==> src/hw/rtl/csol_pkg.sv <==
// Shared constants and codes of the column span occlusion list.
package csol_pkg;

  localparam int MAX_POSTS_DEF   = 64;
  localparam int MAX_COLUMNS_DEF = 1024;
  localparam int MAX_RESULTS     = 64;
  localparam int COL_W           = 10;
  localparam int VW_W            = 11;
  localparam logic [VW_W-1:0] VIEW_WIDTH_RST = VW_W'(320);

  localparam logic [1:0] KIND_CLEAR = 2'd0;
  localparam logic [1:0] KIND_SOLID = 2'd1;
  localparam logic [1:0] KIND_PASS  = 2'd2;
  localparam logic [1:0] KIND_QUERY = 2'd3;

endpackage

==> src/hw/rtl/csol_ram.sv <==
// Generic single-port-write, single-port-read RAM with registered read data.
module csol_ram #(
  parameter int WIDTH = 24,
  parameter int DEPTH = 64
) (
  input  logic                     clk,
  input  logic                     we,
  input  logic [$clog2(DEPTH)-1:0] waddr,
  input  logic [WIDTH-1:0]         wdata,
  input  logic [$clog2(DEPTH)-1:0] raddr,
  output logic [WIDTH-1:0]         rdata
);

  logic [WIDTH-1:0] mem [DEPTH];

  always_ff @(posedge clk) begin
    if (we) begin
      mem[waddr] <= wdata;
    end
    rdata <= mem[raddr];
  end

endmodule

==> src/hw/rtl/column_span_occlusion_list_top.sv <==
// An item holds in_stall while it reads posts, while it moves entries on insert or collapse,
// and through its clip, tail, write-back and final-beat steps.
// One item at a time: in_stall stays high until its final beat is registered.
// A clear rewrites the sentinel posts in S_CLR0 and S_CLR1. out_stall can hold fragment and final beats.
// Reset (rst, synchronous) loads view_width 320 and writes the sentinel posts into the
// list RAM in S_CLR0 and S_CLR1, with in_stall high.
module column_span_occlusion_list_top #(
  parameter int MAX_POSTS   = csol_pkg::MAX_POSTS_DEF,
  parameter int MAX_COLUMNS = csol_pkg::MAX_COLUMNS_DEF
) (
  input  logic                     clk,
  input  logic                     rst,
  input  logic                     cfg_we,
  input  logic [csol_pkg::VW_W-1:0] cfg_wdata,
  input  logic                     in_valid,
  output logic                     in_stall,
  input  logic [1:0]               kind,
  input  logic [csol_pkg::COL_W-1:0] first_col,
  input  logic [csol_pkg::COL_W-1:0] last_col,
  output logic                     out_valid,
  input  logic                     out_stall,
  output logic [csol_pkg::COL_W-1:0] frag_first,
  output logic [csol_pkg::COL_W-1:0] frag_last,
  output logic                     visible,
  output logic                     covered,
  output logic                     overflow,
  output logic                     final_result
);

  import csol_pkg::*;

  localparam int UW   = ($clog2(MAX_COLUMNS + 1) > COL_W) ? $clog2(MAX_COLUMNS + 1) : COL_W;
  localparam int CW   = UW + 1;
  localparam int EW   = CW + 1;
  localparam int IW   = $clog2(MAX_POSTS);
  localparam int NW   = $clog2(MAX_POSTS + 1);
  localparam int RW   = $clog2(MAX_RESULTS);
  localparam logic [RW-1:0] RES_CAP = RW'(MAX_RESULTS - 1);
  localparam logic signed [CW-1:0] LOW_START = {1'b1, {(CW-1){1'b0}}};
  localparam logic signed [CW-1:0] HIGH_END  = {1'b0, {(CW-1){1'b1}}};
  localparam logic signed [CW-1:0] MINUS_ONE = {CW{1'b1}};
  localparam logic [NW-1:0] POSTS_FULL = NW'(MAX_POSTS);
  localparam logic [UW:0]   COLS_MAX   = (UW+1)'(MAX_COLUMNS);

  localparam logic [3:0] S_IDLE    = 4'd0;
  localparam logic [3:0] S_CLR0    = 4'd1;
  localparam logic [3:0] S_CLR1    = 4'd2;
  localparam logic [3:0] S_FIND_RD = 4'd3;
  localparam logic [3:0] S_FIND_CK = 4'd4;
  localparam logic [3:0] S_CLIP    = 4'd5;
  localparam logic [3:0] S_LOOP_RD = 4'd6;
  localparam logic [3:0] S_LOOP_CK = 4'd7;
  localparam logic [3:0] S_TAIL    = 4'd8;
  localparam logic [3:0] S_WB      = 4'd9;
  localparam logic [3:0] S_COL_RD  = 4'd10;
  localparam logic [3:0] S_COL_WR  = 4'd11;
  localparam logic [3:0] S_INS_RD  = 4'd12;
  localparam logic [3:0] S_INS_WR  = 4'd13;
  localparam logic [3:0] S_INS_S   = 4'd14;
  localparam logic [3:0] S_FIN     = 4'd15;

  logic [3:0]            state;
  logic                  boot;
  logic [VW_W-1:0]       view_width;
  logic [1:0]            op;
  logic                  solid;
  logic signed [EW-1:0]  f;
  logic signed [EW-1:0]  l;
  logic [NW-1:0]         count;
  logic [IW-1:0]         s;
  logic [IW-1:0]         n;
  logic [NW-1:0]         k;
  logic signed [CW-1:0]  ss;
  logic signed [CW-1:0]  se;
  logic signed [CW-1:0]  ne;
  logic                  cov;
  logic                  ovf;
  logic [RW-1:0]         ecnt;
  logic                  pend_v;
  logic [COL_W-1:0]      pend_a;
  logic [COL_W-1:0]      pend_b;

  logic                  we;
  logic [IW-1:0]         waddr;
  logic [2*CW-1:0]       wdata;
  logic [IW-1:0]         raddr;
  logic [2*CW-1:0]       rdata;

  logic signed [EW-1:0]  rs;
  logic signed [EW-1:0]  re;
  logic signed [EW-1:0]  sse;
  logic signed [EW-1:0]  see;
  logic signed [EW-1:0]  nee;
  logic signed [EW-1:0]  key;
  logic signed [CW-1:0]  vw_clamp;
  logic [IW-1:0]         gone;
  logic                  can_send;
  logic                  emit_req;
  logic signed [EW-1:0]  emit_a;
  logic signed [EW-1:0]  emit_b;
  logic                  emit_take;
  logic                  out_load;
  logic                  go;
  logic                  s_more;
  logic                  n_more;

  csol_ram #(
    .WIDTH (2*CW),
    .DEPTH (MAX_POSTS)
  ) u_posts (
    .clk   (clk),
    .we    (we),
    .waddr (waddr),
    .wdata (wdata),
    .raddr (raddr),
    .rdata (rdata)
  );

  assign rs   = {rdata[2*CW-1], rdata[2*CW-1:CW]};
  assign re   = {rdata[CW-1], rdata[CW-1:0]};
  assign sse  = {ss[CW-1], ss};
  assign see  = {se[CW-1], se};
  assign nee  = {ne[CW-1], ne};
  assign key  = (op == KIND_QUERY) ? l : (f - EW'(1));
  assign gone = n - s;

  assign s_more = ((NW'(s) + NW'(1)) < count);
  assign n_more = ((NW'(n) + NW'(1)) < count);

  always_comb begin
    if (view_width == '0) begin
      vw_clamp = CW'(1);
    end else if ({{(UW+1-VW_W){1'b0}}, view_width} > COLS_MAX) begin
      vw_clamp = CW'(MAX_COLUMNS);
    end else begin
      vw_clamp = {{(CW-VW_W){1'b0}}, view_width};
    end
  end

  // Read address is held per state so the registered data stays valid while waiting.
  always_comb begin
    unique case (state)
      S_LOOP_RD, S_LOOP_CK: raddr = n + IW'(1);
      S_INS_RD, S_INS_WR, S_COL_RD, S_COL_WR: raddr = k[IW-1:0];
      default: raddr = s;
    endcase
  end

  always_comb begin
    we    = 1'b0;
    waddr = s;
    wdata = {ss, se};
    unique case (state)
      S_CLR0: begin
        we    = 1'b1;
        waddr = '0;
        wdata = {LOW_START, MINUS_ONE};
      end
      S_CLR1: begin
        we    = 1'b1;
        waddr = IW'(1);
        wdata = {vw_clamp, HIGH_END};
      end
      S_WB: begin
        we = 1'b1;
      end
      S_COL_WR: begin
        we    = 1'b1;
        waddr = k[IW-1:0] - gone;
        wdata = rdata;
      end
      S_INS_WR: begin
        we    = 1'b1;
        waddr = k[IW-1:0] + IW'(1);
        wdata = rdata;
      end
      S_INS_S: begin
        we    = 1'b1;
        wdata = {f[CW-1:0], l[CW-1:0]};
      end
      default: ;
    endcase
  end

  always_comb begin
    emit_req = 1'b0;
    emit_a   = f;
    emit_b   = l;
    unique case (state)
      S_CLIP: begin
        if (f < sse) begin
          emit_req = 1'b1;
          if (!(l < sse - EW'(1))) begin
            emit_b = sse - EW'(1);
          end
        end
      end
      S_LOOP_CK: begin
        if (l >= rs - EW'(1)) begin
          emit_req = 1'b1;
          emit_a   = nee + EW'(1);
          emit_b   = rs - EW'(1);
        end
      end
      S_TAIL: begin
        emit_req = 1'b1;
        emit_a   = nee + EW'(1);
      end
      default: ;
    endcase
  end

  assign can_send  = !out_valid || !out_stall;
  assign go        = !emit_req || (ecnt >= RES_CAP) || !pend_v || can_send;
  assign emit_take = emit_req && go && (ecnt < RES_CAP);
  assign out_load  = (emit_take && pend_v) || ((state == S_FIN) && can_send);
  assign in_stall  = (state != S_IDLE);

  always_ff @(posedge clk) begin
    if (rst) begin
      state      <= S_CLR0;
      boot       <= 1'b1;
      view_width <= VIEW_WIDTH_RST;
      count      <= NW'(2);
      out_valid  <= 1'b0;
      pend_v     <= 1'b0;
    end else begin
      if (cfg_we) begin
        view_width <= cfg_wdata;
      end
      if (out_load) begin
        out_valid <= 1'b1;
      end else if (out_valid && !out_stall) begin
        out_valid <= 1'b0;
      end

      // Hold the newest fragment back until it is known whether it is the last one.
      if (emit_take) begin
        if (pend_v) begin
          frag_first   <= pend_a;
          frag_last    <= pend_b;
          visible      <= 1'b1;
          covered      <= 1'b0;
          overflow     <= 1'b0;
          final_result <= 1'b0;
        end
        pend_v <= 1'b1;
        pend_a <= emit_a[COL_W-1:0];
        pend_b <= emit_b[COL_W-1:0];
        ecnt   <= ecnt + RW'(1);
      end

      unique case (state)
        S_IDLE: begin
          if (in_valid) begin
            op     <= kind;
            solid  <= (kind == KIND_SOLID);
            f      <= {{(EW-COL_W){1'b0}}, first_col};
            l      <= {{(EW-COL_W){1'b0}}, last_col};
            cov    <= 1'b0;
            ovf    <= 1'b0;
            ecnt   <= '0;
            pend_v <= 1'b0;
            s      <= '0;
            unique case (kind)
              KIND_CLEAR: state <= S_CLR0;
              KIND_QUERY: begin
                if (last_col < first_col) begin
                  cov   <= 1'b1;
                  state <= S_FIN;
                end else begin
                  state <= S_FIND_RD;
                end
              end
              default: state <= (last_col < first_col) ? S_FIN : S_FIND_RD;
            endcase
          end
        end
        S_CLR0: state <= S_CLR1;
        S_CLR1: begin
          count <= NW'(2);
          boot  <= 1'b0;
          state <= boot ? S_IDLE : S_FIN;
        end
        S_FIND_RD: state <= S_FIND_CK;
        S_FIND_CK: begin
          if (s_more && (re < key)) begin
            s     <= s + IW'(1);
            state <= S_FIND_RD;
          end else if (op == KIND_QUERY) begin
            cov   <= (f >= rs) && (l <= re);
            state <= S_FIN;
          end else begin
            ss    <= rdata[2*CW-1:CW];
            se    <= rdata[CW-1:0];
            n     <= s;
            state <= S_CLIP;
          end
        end
        S_CLIP: begin
          if (go) begin
            ne <= se;
            if ((f < sse) && (l < sse - EW'(1))) begin
              if (!solid) begin
                state <= S_FIN;
              end else if (count >= POSTS_FULL) begin
                ovf   <= 1'b1;
                state <= S_FIN;
              end else begin
                k     <= count - NW'(1);
                state <= S_INS_RD;
              end
            end else begin
              if (solid && (f < sse)) begin
                ss <= f[CW-1:0];
              end
              if (l <= see) begin
                state <= solid ? S_WB : S_FIN;
              end else begin
                state <= S_LOOP_RD;
              end
            end
          end
        end
        S_LOOP_RD: state <= n_more ? S_LOOP_CK : S_TAIL;
        S_LOOP_CK: begin
          if (!emit_req) begin
            state <= S_TAIL;
          end else if (go) begin
            n  <= n + IW'(1);
            ne <= rdata[CW-1:0];
            if (l <= re) begin
              if (solid) begin
                se <= rdata[CW-1:0];
              end
              state <= solid ? S_WB : S_FIN;
            end else begin
              state <= S_LOOP_RD;
            end
          end
        end
        S_TAIL: begin
          if (go) begin
            if (solid) begin
              se <= l[CW-1:0];
            end
            state <= solid ? S_WB : S_FIN;
          end
        end
        S_WB: begin
          k     <= NW'(n) + NW'(1);
          state <= (n == s) ? S_FIN : S_COL_RD;
        end
        S_COL_RD: begin
          if (k < count) begin
            state <= S_COL_WR;
          end else begin
            count <= count - NW'(gone);
            state <= S_FIN;
          end
        end
        S_COL_WR: begin
          k     <= k + NW'(1);
          state <= S_COL_RD;
        end
        S_INS_RD: state <= S_INS_WR;
        S_INS_WR: begin
          if (k[IW-1:0] == s) begin
            state <= S_INS_S;
          end else begin
            k     <= k - NW'(1);
            state <= S_INS_RD;
          end
        end
        S_INS_S: begin
          count <= count + NW'(1);
          state <= S_FIN;
        end
        S_FIN: begin
          if (can_send) begin
            frag_first   <= pend_v ? pend_a : '0;
            frag_last    <= pend_v ? pend_b : '0;
            visible      <= pend_v;
            covered      <= cov;
            overflow     <= ovf;
            final_result <= 1'b1;
            pend_v       <= 1'b0;
            state        <= S_IDLE;
          end
        end
        default: state <= S_IDLE;
      endcase
    end
  end

endmodule
==> config.mk <==
export PLATFORM = sky130hd
export DESIGN_NAME = column_span_occlusion_list_top
export DESIGN_NICKNAME = d
export VERILOG_FILES = /design/src/hw/rtl/csol_pkg.sv /design/src/hw/rtl/csol_ram.sv /design/src/hw/rtl/column_span_occlusion_list_top.sv
export SDC_FILE = /design/constraint.sdc
export NUM_CORES = 2
export LEC_CHECK = 0
export BUFFER_PORTS_ARGS = -buffer_cell sky130_fd_sc_hd__buf_2
export CAP_MARGIN = 20
export CORE_MARGIN = 2
export CORE_UTILIZATION = 29
export DETAILED_ROUTE_END_ITERATION = 12
export PLACE_DENSITY = 0.54
export SETUP_SLACK_MARGIN = 0.02
export SLEW_MARGIN = 10
export SYNTH_ARGS = -nofsm -noshare
export SYNTH_HDL_FRONTEND = slang
export SYNTH_HIERARCHICAL = 1
export SYNTH_SLANG_ARGS = --single-unit
export TNS_END_PERCENT = 50
==> constraint.sdc <==
create_clock -name clk -period 4.9 [get_ports clk]
set_input_delay 0.98 -clock clk [delete_from_list [all_inputs] [get_ports clk]]
set_output_delay 0.98 -clock clk [all_outputs]
set_load 0.01 [all_outputs]
Word level (Yosys, flattened, before mapping)
Memory sizes are Yosys's and may differ from the RTL's. A register that Yosys moved wholly into a read port is not among the register bits.
Index checks and enable logic that the tools add are counted.
Widths: inputs -> output; s select.
{"block": "op_classes", "addsub": 17, "n_lt_le_gt_ge": 15, "n_eq_ne": 42, "mux": 122, "bitwise_logic": 1, "n_reduce_logical": 47}
{"op": "$mux 10", "count": 17}
{"op": "$mux 12", "count": 13}
{"op": "$pmux 24 s4", "count": 1}
{"op": "$pmux 4 s16", "count": 1}
{"op": "$mux 4", "count": 15}
{"op": "$pmux 10 s2", "count": 3}
{"op": "$mux 6", "count": 9}
{"op": "$mux 7", "count": 6}
{"op": "$ne 2x2->1 const B", "count": 21}
{"op": "$mux 1", "count": 36}
{"op": "$pmux 12 s3", "count": 1}
{"op": "$pmux 6 s2", "count": 3}
{"op": "$eq 4x4->1 const B", "count": 8}
{"op": "$pmux 7 s4", "count": 1}
{"op": "$sub 12x2->13 const B", "count": 2}
{"op": "$add 6x1->6 const B", "count": 4}
{"op": "$le 11x12->1", "count": 2}
{"op": "$pmux 12 s2", "count": 1}
{"op": "$pmux 6 s4", "count": 1}
{"op": "$mux 11", "count": 2}
{"op": "$lt 7x7->1", "count": 3}
{"op": "$pmux 7 s3", "count": 1}
{"op": "$reduce_and 7->1", "count": 3}
{"op": "$eq 4x3->1 const B", "count": 4}
{"op": "47 further kinds", "count": 86}
{"block": "totals", "regBits": 153, "ramBits": 1536, "inputBits": 38, "wordCells": 272, "memories": 1}
{"memory": "u_posts.mem", "depth": 64, "width": 24, "rd": 1, "rd_ports_with_merged_regs": 1, "write_ports": 1, "line": "csol_ram.sv:14", "text": "logic [WIDTH-1:0] mem [DEPTH];"}

Depth between registers and ports, before layout
{"block": "logic_depth", "depth_word": 13, "ltp_mapped": 20}

Modules after synthesis
The synthesis kept the hierarchy.
{"module": "csol_ram", "instances": 1, "cells_per_inst": 2611, "area_per_inst_um2": 59330.7, "seq_area_each_um2": 46604.7}
{"module": "column_span_occlusion_list_top", "instances": 1, "cells_per_inst": 1318, "area_per_inst_um2": 11971.5, "seq_area_each_um2": 4344.2}

Worst setup path after synthesis
OpenSTA, ideal clock, no wires.
{"block": "synth_timing", "kind": "register -> register", "from": "register n[0]", "to": "memory u_posts.mem[10][0] (enable)", "arrival_ps": 4754, "path_slack_ps": -259, "path_stages_with_launch": 20, "n_path_buf": 2, "period_less_slack_ps": 5159, "path_cell_list": "edfxtp_1 > inv_1 > ha_1 > inv_1 > fa_1 > inv_1 > ha_1 > nor2b_1 > ha_1 > a21o_1 > a21oi_1 > o21bai_1 > a21oi_1 > xnor2_1 > xnor2_1 > o21ai_0 > clkbuf_1 > or3b_2 > clkbuf_1 > nor2_1"}
{"block": "synth_via", "elab_chain_cells": 3}
{"item": "start: declaration", "line": "column_span_occlusion_list_top.sv:71", "text": "logic [IW-1:0] n;"}
{"item": "start signal: assignment", "line": "column_span_occlusion_list_top.sv:296", "text": "n <= s;"}
{"item": "start signal: assignment", "line": "column_span_occlusion_list_top.sv:330", "text": "n <= n + IW'(1);"}
{"item": "$sub 6x6->6", "line": "column_span_occlusion_list_top.sv:125", "text": "assign gone = n - s;"}
{"item": "$sub 6x6->6", "line": "column_span_occlusion_list_top.sv:169", "text": "waddr = k[IW-1:0] - gone;"}
{"item": "$pmux 6 s4", "line": "column_span_occlusion_list_top.sv:153", "text": "unique case (state)"}
{"item": "net waddr[5]", "line": "column_span_occlusion_list_top.sv:84", "text": "logic [IW-1:0] waddr;"}
{"item": "end: declaration", "line": "csol_ram.sv:14"}
The timed path passes the listed nets, and every way through them passes these cells.

Worst setup path after layout
{"block": "layout_timing", "from": "register f[2]", "to": "register se[0] (enable)"}
{"block": "layout_via", "elab_chain_cells": 9, "elab_cells_between_ends": 16, "classes_between": "add/sub: 1; order compare: 2; eq/ne: 4; mux: 3; reduce/logical: 6"}
{"item": "start: declaration", "line": "column_span_occlusion_list_top.sv:67", "text": "logic signed [EW-1:0] f;"}
{"item": "start signal: assignment", "line": "column_span_occlusion_list_top.sv:258", "text": "f <= {{(EW-COL_W){1'b0}}, first_col};"}
{"item": "parallel branches: the longest is 8 deep, another holds $lt 12x13->1"}
{"item": "$reduce_and 10->1 (no source line) *"}
{"item": "end signal: assignment", "line": "column_span_occlusion_list_top.sv:295", "text": "se <= rdata[CW-1:0];"}
{"item": "end signal: assignment", "line": "column_span_occlusion_list_top.sv:334", "text": "se <= rdata[CW-1:0];"}
{"item": "end signal: assignment", "line": "column_span_occlusion_list_top.sv:345", "text": "se <= l[CW-1:0];"}
{"item": "end: declaration", "line": "column_span_occlusion_list_top.sv:74", "text": "logic signed [CW-1:0] se;"}
Every way passes the cells marked *.
A chain may end at the register's enable or synchronous reset.

==> results.txt <==
In this run the cell area of the synthesized design comes to 0.0713 mm2. Derived from the worst setup path, the maximum achievable clock frequency is 219 MHz. The number of global-route vias before repair is 38500. The type of the setup path with the least slack is reg -> reg. Summed over all instances, the cell type with the most area after synthesis is edfxtp_1. The worst relative slew slack came out at roughly 22%.

The summed area of non-filler cells in the final layout came out at ~0.084 mm2. The number of detailed-routing iterations run before antenna repair is 9. For this design the total switching power over the nets is 19.5 mW. The die covers 0.250 mm2.

Walking the worst path, the cells encountered are nor4_1 -> nand2_1 -> or4b_2 -> ha_1 -> nor3b_1 -> o211ai_1 -> o21ai_0 -> a31oi_1 -> o21ai_0 -> and2_1 -> nor2_1 -> and4_2. The post-synthesis instance total came out at 3929. Synthesis inferred roughly 1700 register bits. The cell area after placement came out at about 0.078 mm2. The leftover overflow at the end of global routing is 0.

The reported leakage power is ~27 nW. The pin slew with the least headroom to its limit is 1150 ps. The overall fraction of global-route tracks in use came out at between 10% and 20%. The most numerous cell type found on the critical path is o21ai_0. The standard-cell row count is 182. Of the total power, combinational logic draws 34.3%.

The count of final setup violators is 0. The die span in x came out at 500 um. The setup slack of the worst register-to-register path came out at 330 ps. The H-tree depth reported by CTS came out at 4. The initial standard-cell utilization of the core came out at 29.1%. The count of cell instances traversed by the critical path is 12. The number of top-level pins is 64. The final count of hold timing violations came to 0. Routability-driven placement finished with a final weighted congestion of 0.919. The worst-case IR drop observed on VDD is 0.488 mV. The number of flops mapped to enable cells by yosys is 1664. The die outline height is 500 um. TritonCTS built the clock tree. The worst endpoint required time is about 5400 ps.

The maximum net fanout on the critical path is 12. Along the worst hold path, the cell count comes to 1. The number of antenna violations at the first check in global routing came out at 8. TritonCTS created 178 clock buffers. The fraction of registers with async set/reset is 0%. The class of the tightest hold or removal check is in -> reg.

The delay contributed by the slowest stage of the critical path came out at 720 ps. The worst setup slack after placement is 62.2 ps. The mean cell area of the mapped netlist came out at 18.1 um2. The post-detailed-route DRC marker count came out at 0.

The total routed wirelength is 200 mm. The clock transition at the register clock pins on the worst setup and hold paths after CTS is about 60 ps. The area added between synthesis and finish came out at 18.2%. The share of the cycle needed by the critical path after routing came out at 93.3%. The tree is rooted in a clkbuf_16. The clock network fraction of total power is 26.2%.

The placed wire-length estimate after detailed placement is roughly 130 mm. Clock skew on the completed layout was measured at 40.8 ps. In this run the worst setup path begins at f[2]. The worst setup path is launched from a flop. For this run, the share of the core covered by cells in the final layout is 34.4%.

In this run the critical register-to-register path is captured at se[0]. The number of cell instances on the worst register-to-register path is 12. The signal arrival time at the worst endpoint is 5050 ps. The final worst slack is 328 ps. Hold timing on the final database bottoms out at a slack of 356 ps. The vias per cell came out at a little over 5. The final critical delay including setup and external delays is 4570 ps. The clock drives roughly 1700 sinks.

The synthesized net count came out at slightly above 4000. The number of resized instances in the post-cts repair step is 0. The detail route stage leaves a number of antenna-violating nets equal to 0. The largest net degree at the start of global routing is 65.

After synthesis, the cell types taking the most area are edfxtp_1 70%, mux4_2 11%, ha_1 2.2%, mux2i_1 1.8%, dfxtp_1 1.4%. The relative contribution of sequential cells to total power is between 30% and 40%. The cell family contributing the most delay on the critical path is simple AND/OR/NAND/NOR gates. The share of post-route cells with drive strength above 1 came out at between 20% and 30%.

The fraction of power spent switching nets came out at 35.8%. The wire length of the first global-routing pass came out at 287 mm. At the later pin of the worst-skew pair, clock insertion delay measures roughly 840 ps.

The proportion of netlist area held by the largest area contributor is 70.1%. The post-route setup TNS is 0 ps. In this run the most critical hold path is launched from last_col[2]. Setup repair after global routing left no endpoint under its margin.

The element type at the critical path end is a flop. After the first detailed-routing iteration, the DRC count stood at 4500. The net count of the finished layout is 4388. The count of pins over their slew limit was 0.

The run finished with clean final reports. The routed length per placed instance came out at about 26 um. The internal power is 34.8 mW. Max-cap violations in this run came to 0. The final route contains 38900 vias. The proportion of synthesized chip area in sequential cells is 71.5%. The slowest cell on the critical path is or4b_2. The deepest clock path buffer count came out at 3.

The number of buffers and inverters on the critical path is 0. Counting distinct cell types in the post-synthesis netlist gives 90. For hold timing, the worst endpoint is l[2]. The standard cell core area came out at 0.245 mm2. The filler cells instantiated in the layout total 22800. The most used flip-flop cell after synthesis is edfxtp_1. Power spread over the standard cell area amounts to 644 mW/mm2. The quantity of I/O buffers inserted on ports came out at 63. The cts-stage hold buffer count came out at 0.

In this run the critical register-to-register path is launched from f[2]. The Yosys warning count is 6. The count of buffers added by post-CTS timing repair for setup is 0.
==> worst max-delay path by stage <==
stage,end,slack [ps]
global route,u_posts/mem[7][11],60
global placement,u_posts/mem[10][2],160
CTS,se[0],50
detailed placement,se[1],60
floorplan,u_posts/mem[10][0],-260
finish,se[0],330
==> state kept, by name, indices dropped and copies added (netlist names), 2 cells and up <==
| register | cells |
|---|---|
| l | 10 |
| op | 2 |
| u_posts/mem | 1536 |
| k | 7 |
| state | 4 |
| se | 12 |
| s | 6 |
| pend_b | 10 |
| count | 7 |
| n | 6 |
| f | 10 |
| frag_last | 10 |
| u_posts/rdata | 24 |
| ne | 10 |
| view_width | 11 |
| frag_first | 10 |
| pend_a | 10 |
| ecnt | 6 |
| ss | 12 |
==> power by group through the flow <==
stage / sequential, mW / combinational, mW / clock, mW
after floorplan: 21.8 / 9.56 / 0
after global placement: 21.7 / 18.4 / 0
after detailed placement: 21.7 / 18.7 / 0
after CTS: 21.4 / 18.7 / 14.5
after global routing: 21.5 / 19.6 / 15.1
final: 21.4 / 18.6 / 14.2
==> per-layer routing <==
layer | wire (um) | track usage, % | up-vias
li1 | - | - | 16600
met4 | 6240 | 5.19 | 2
met1 | 88200 | 22.6 | 20400
met2 | 91900 | 24.6 | 1567
met3 | 14000 | 2.57 | 304
met5 | 19 | 0 | -
==> cell usage in the layout (no fill, tap or decap), types with 12 or more instances in the layout <==
| cell type | count |
|---|---|
| a31oi_1 | 30 |
| clkinv_2 | 37 |
| edfxtp_1 | 1664 |
| clkbuf_1 | 29 |
| a211oi_1 | 12 |
| buf_12 | 87 |
| mux2_2 | 44 |
| nand3_1 | 76 |
| o21a_1 | 18 |
| buf_2 | 63 |
| nor3_1 | 22 |
| dfxtp_1 | 49 |
| nor2_2 | 68 |
| nand2b_1 | 20 |
| nor2_1 | 127 |
| clkinv_1 | 31 |
| o21ai_1 | 13 |
| xor2_1 | 25 |
| mux2i_1 | 125 |
| buf_4 | 163 |
| nor2b_1 | 22 |
| bufinv_16 | 29 |
| a21oi_1 | 73 |
| mux4_2 | 356 |
| a22o_1 | 24 |
| inv_1 | 89 |
| a21o_1 | 35 |
| xnor2_1 | 44 |
| clkbuf_16 | 178 |
| a22oi_1 | 59 |
| a221oi_1 | 52 |
| o22ai_1 | 53 |
| o21ai_0 | 93 |
| and2_1 | 15 |
| nand4_1 | 16 |
| nand2_1 | 168 |
| ha_1 | 126 |
| and3_1 | 13 |
==> cells in the mapped netlist (7+ instances only) <==
cell and n:
o22ai_1 53, buf_1 13, dfxtp_1 49, nor3_1 23
mux4_2 356, a31oi_1 30, a21o_1 36, clkbuf_1 98
a22o_1 24, a221oi_1 54, edfxtp_1 1664, mux2i_1 125
nand3_1 87, nand2b_1 20, a22oi_1 59, a222oi_1 10
a211oi_1 12, xor2_1 25, o21ai_0 101, nor4_1 10
xnor2_1 45, nor2_1 193, ha_1 126, or2_2 11
a21oi_1 82, inv_1 89, nand2_1 168, o211ai_1 8
buf_2 46, nor2b_1 23, o21a_1 18, buf_6 17
o2111ai_1 10, mux2_2 44, o21ai_1 12, nand4_1 16
o41ai_1 8, buf_4 29, or3_1 7, and3_1 13
and2_1 15
==> per-stage QoR <==
step,std cells,power [mW]
after floorplan,3929,31.4
after global placement,7258,40.2
after detailed placement,7259,40.4
after CTS,7595,54.7
after global routing,7597,56.2
final,7597,54.3
==> cell type report <==
class | instances | area [um2] | area share [%]
sequential | 1713 | 50900 | 60.5
clock inverter | 128 | 1630 | 1.94
clock buffer | 208 | 4580 | 5.43
antenna | 1 | 2.50 | 0.00297
multi-input combinational | 1919 | 19400 | 23.0
timing repair buffer | 315 | 3320 | 3.94
inverter | 93 | 349 | 0.414
tap | 3220 | 4030 | 4.78
==> kinds of logic after synthesis <==
kind of cell / Yosys count / synth area share (%)
xor gates and xnor gates: 70 / 0.860
muxes: 525 / 13.7
DFF: 1713 / 71.5
and+or+nand+nor: 628 / 4.21
buffers and inverters: 297 / 1.99
AOI/OAI and AO/OA: 566 / 5.47
adders and majority gates: 130 / 2.32
(Power assumes the default switching activity.)
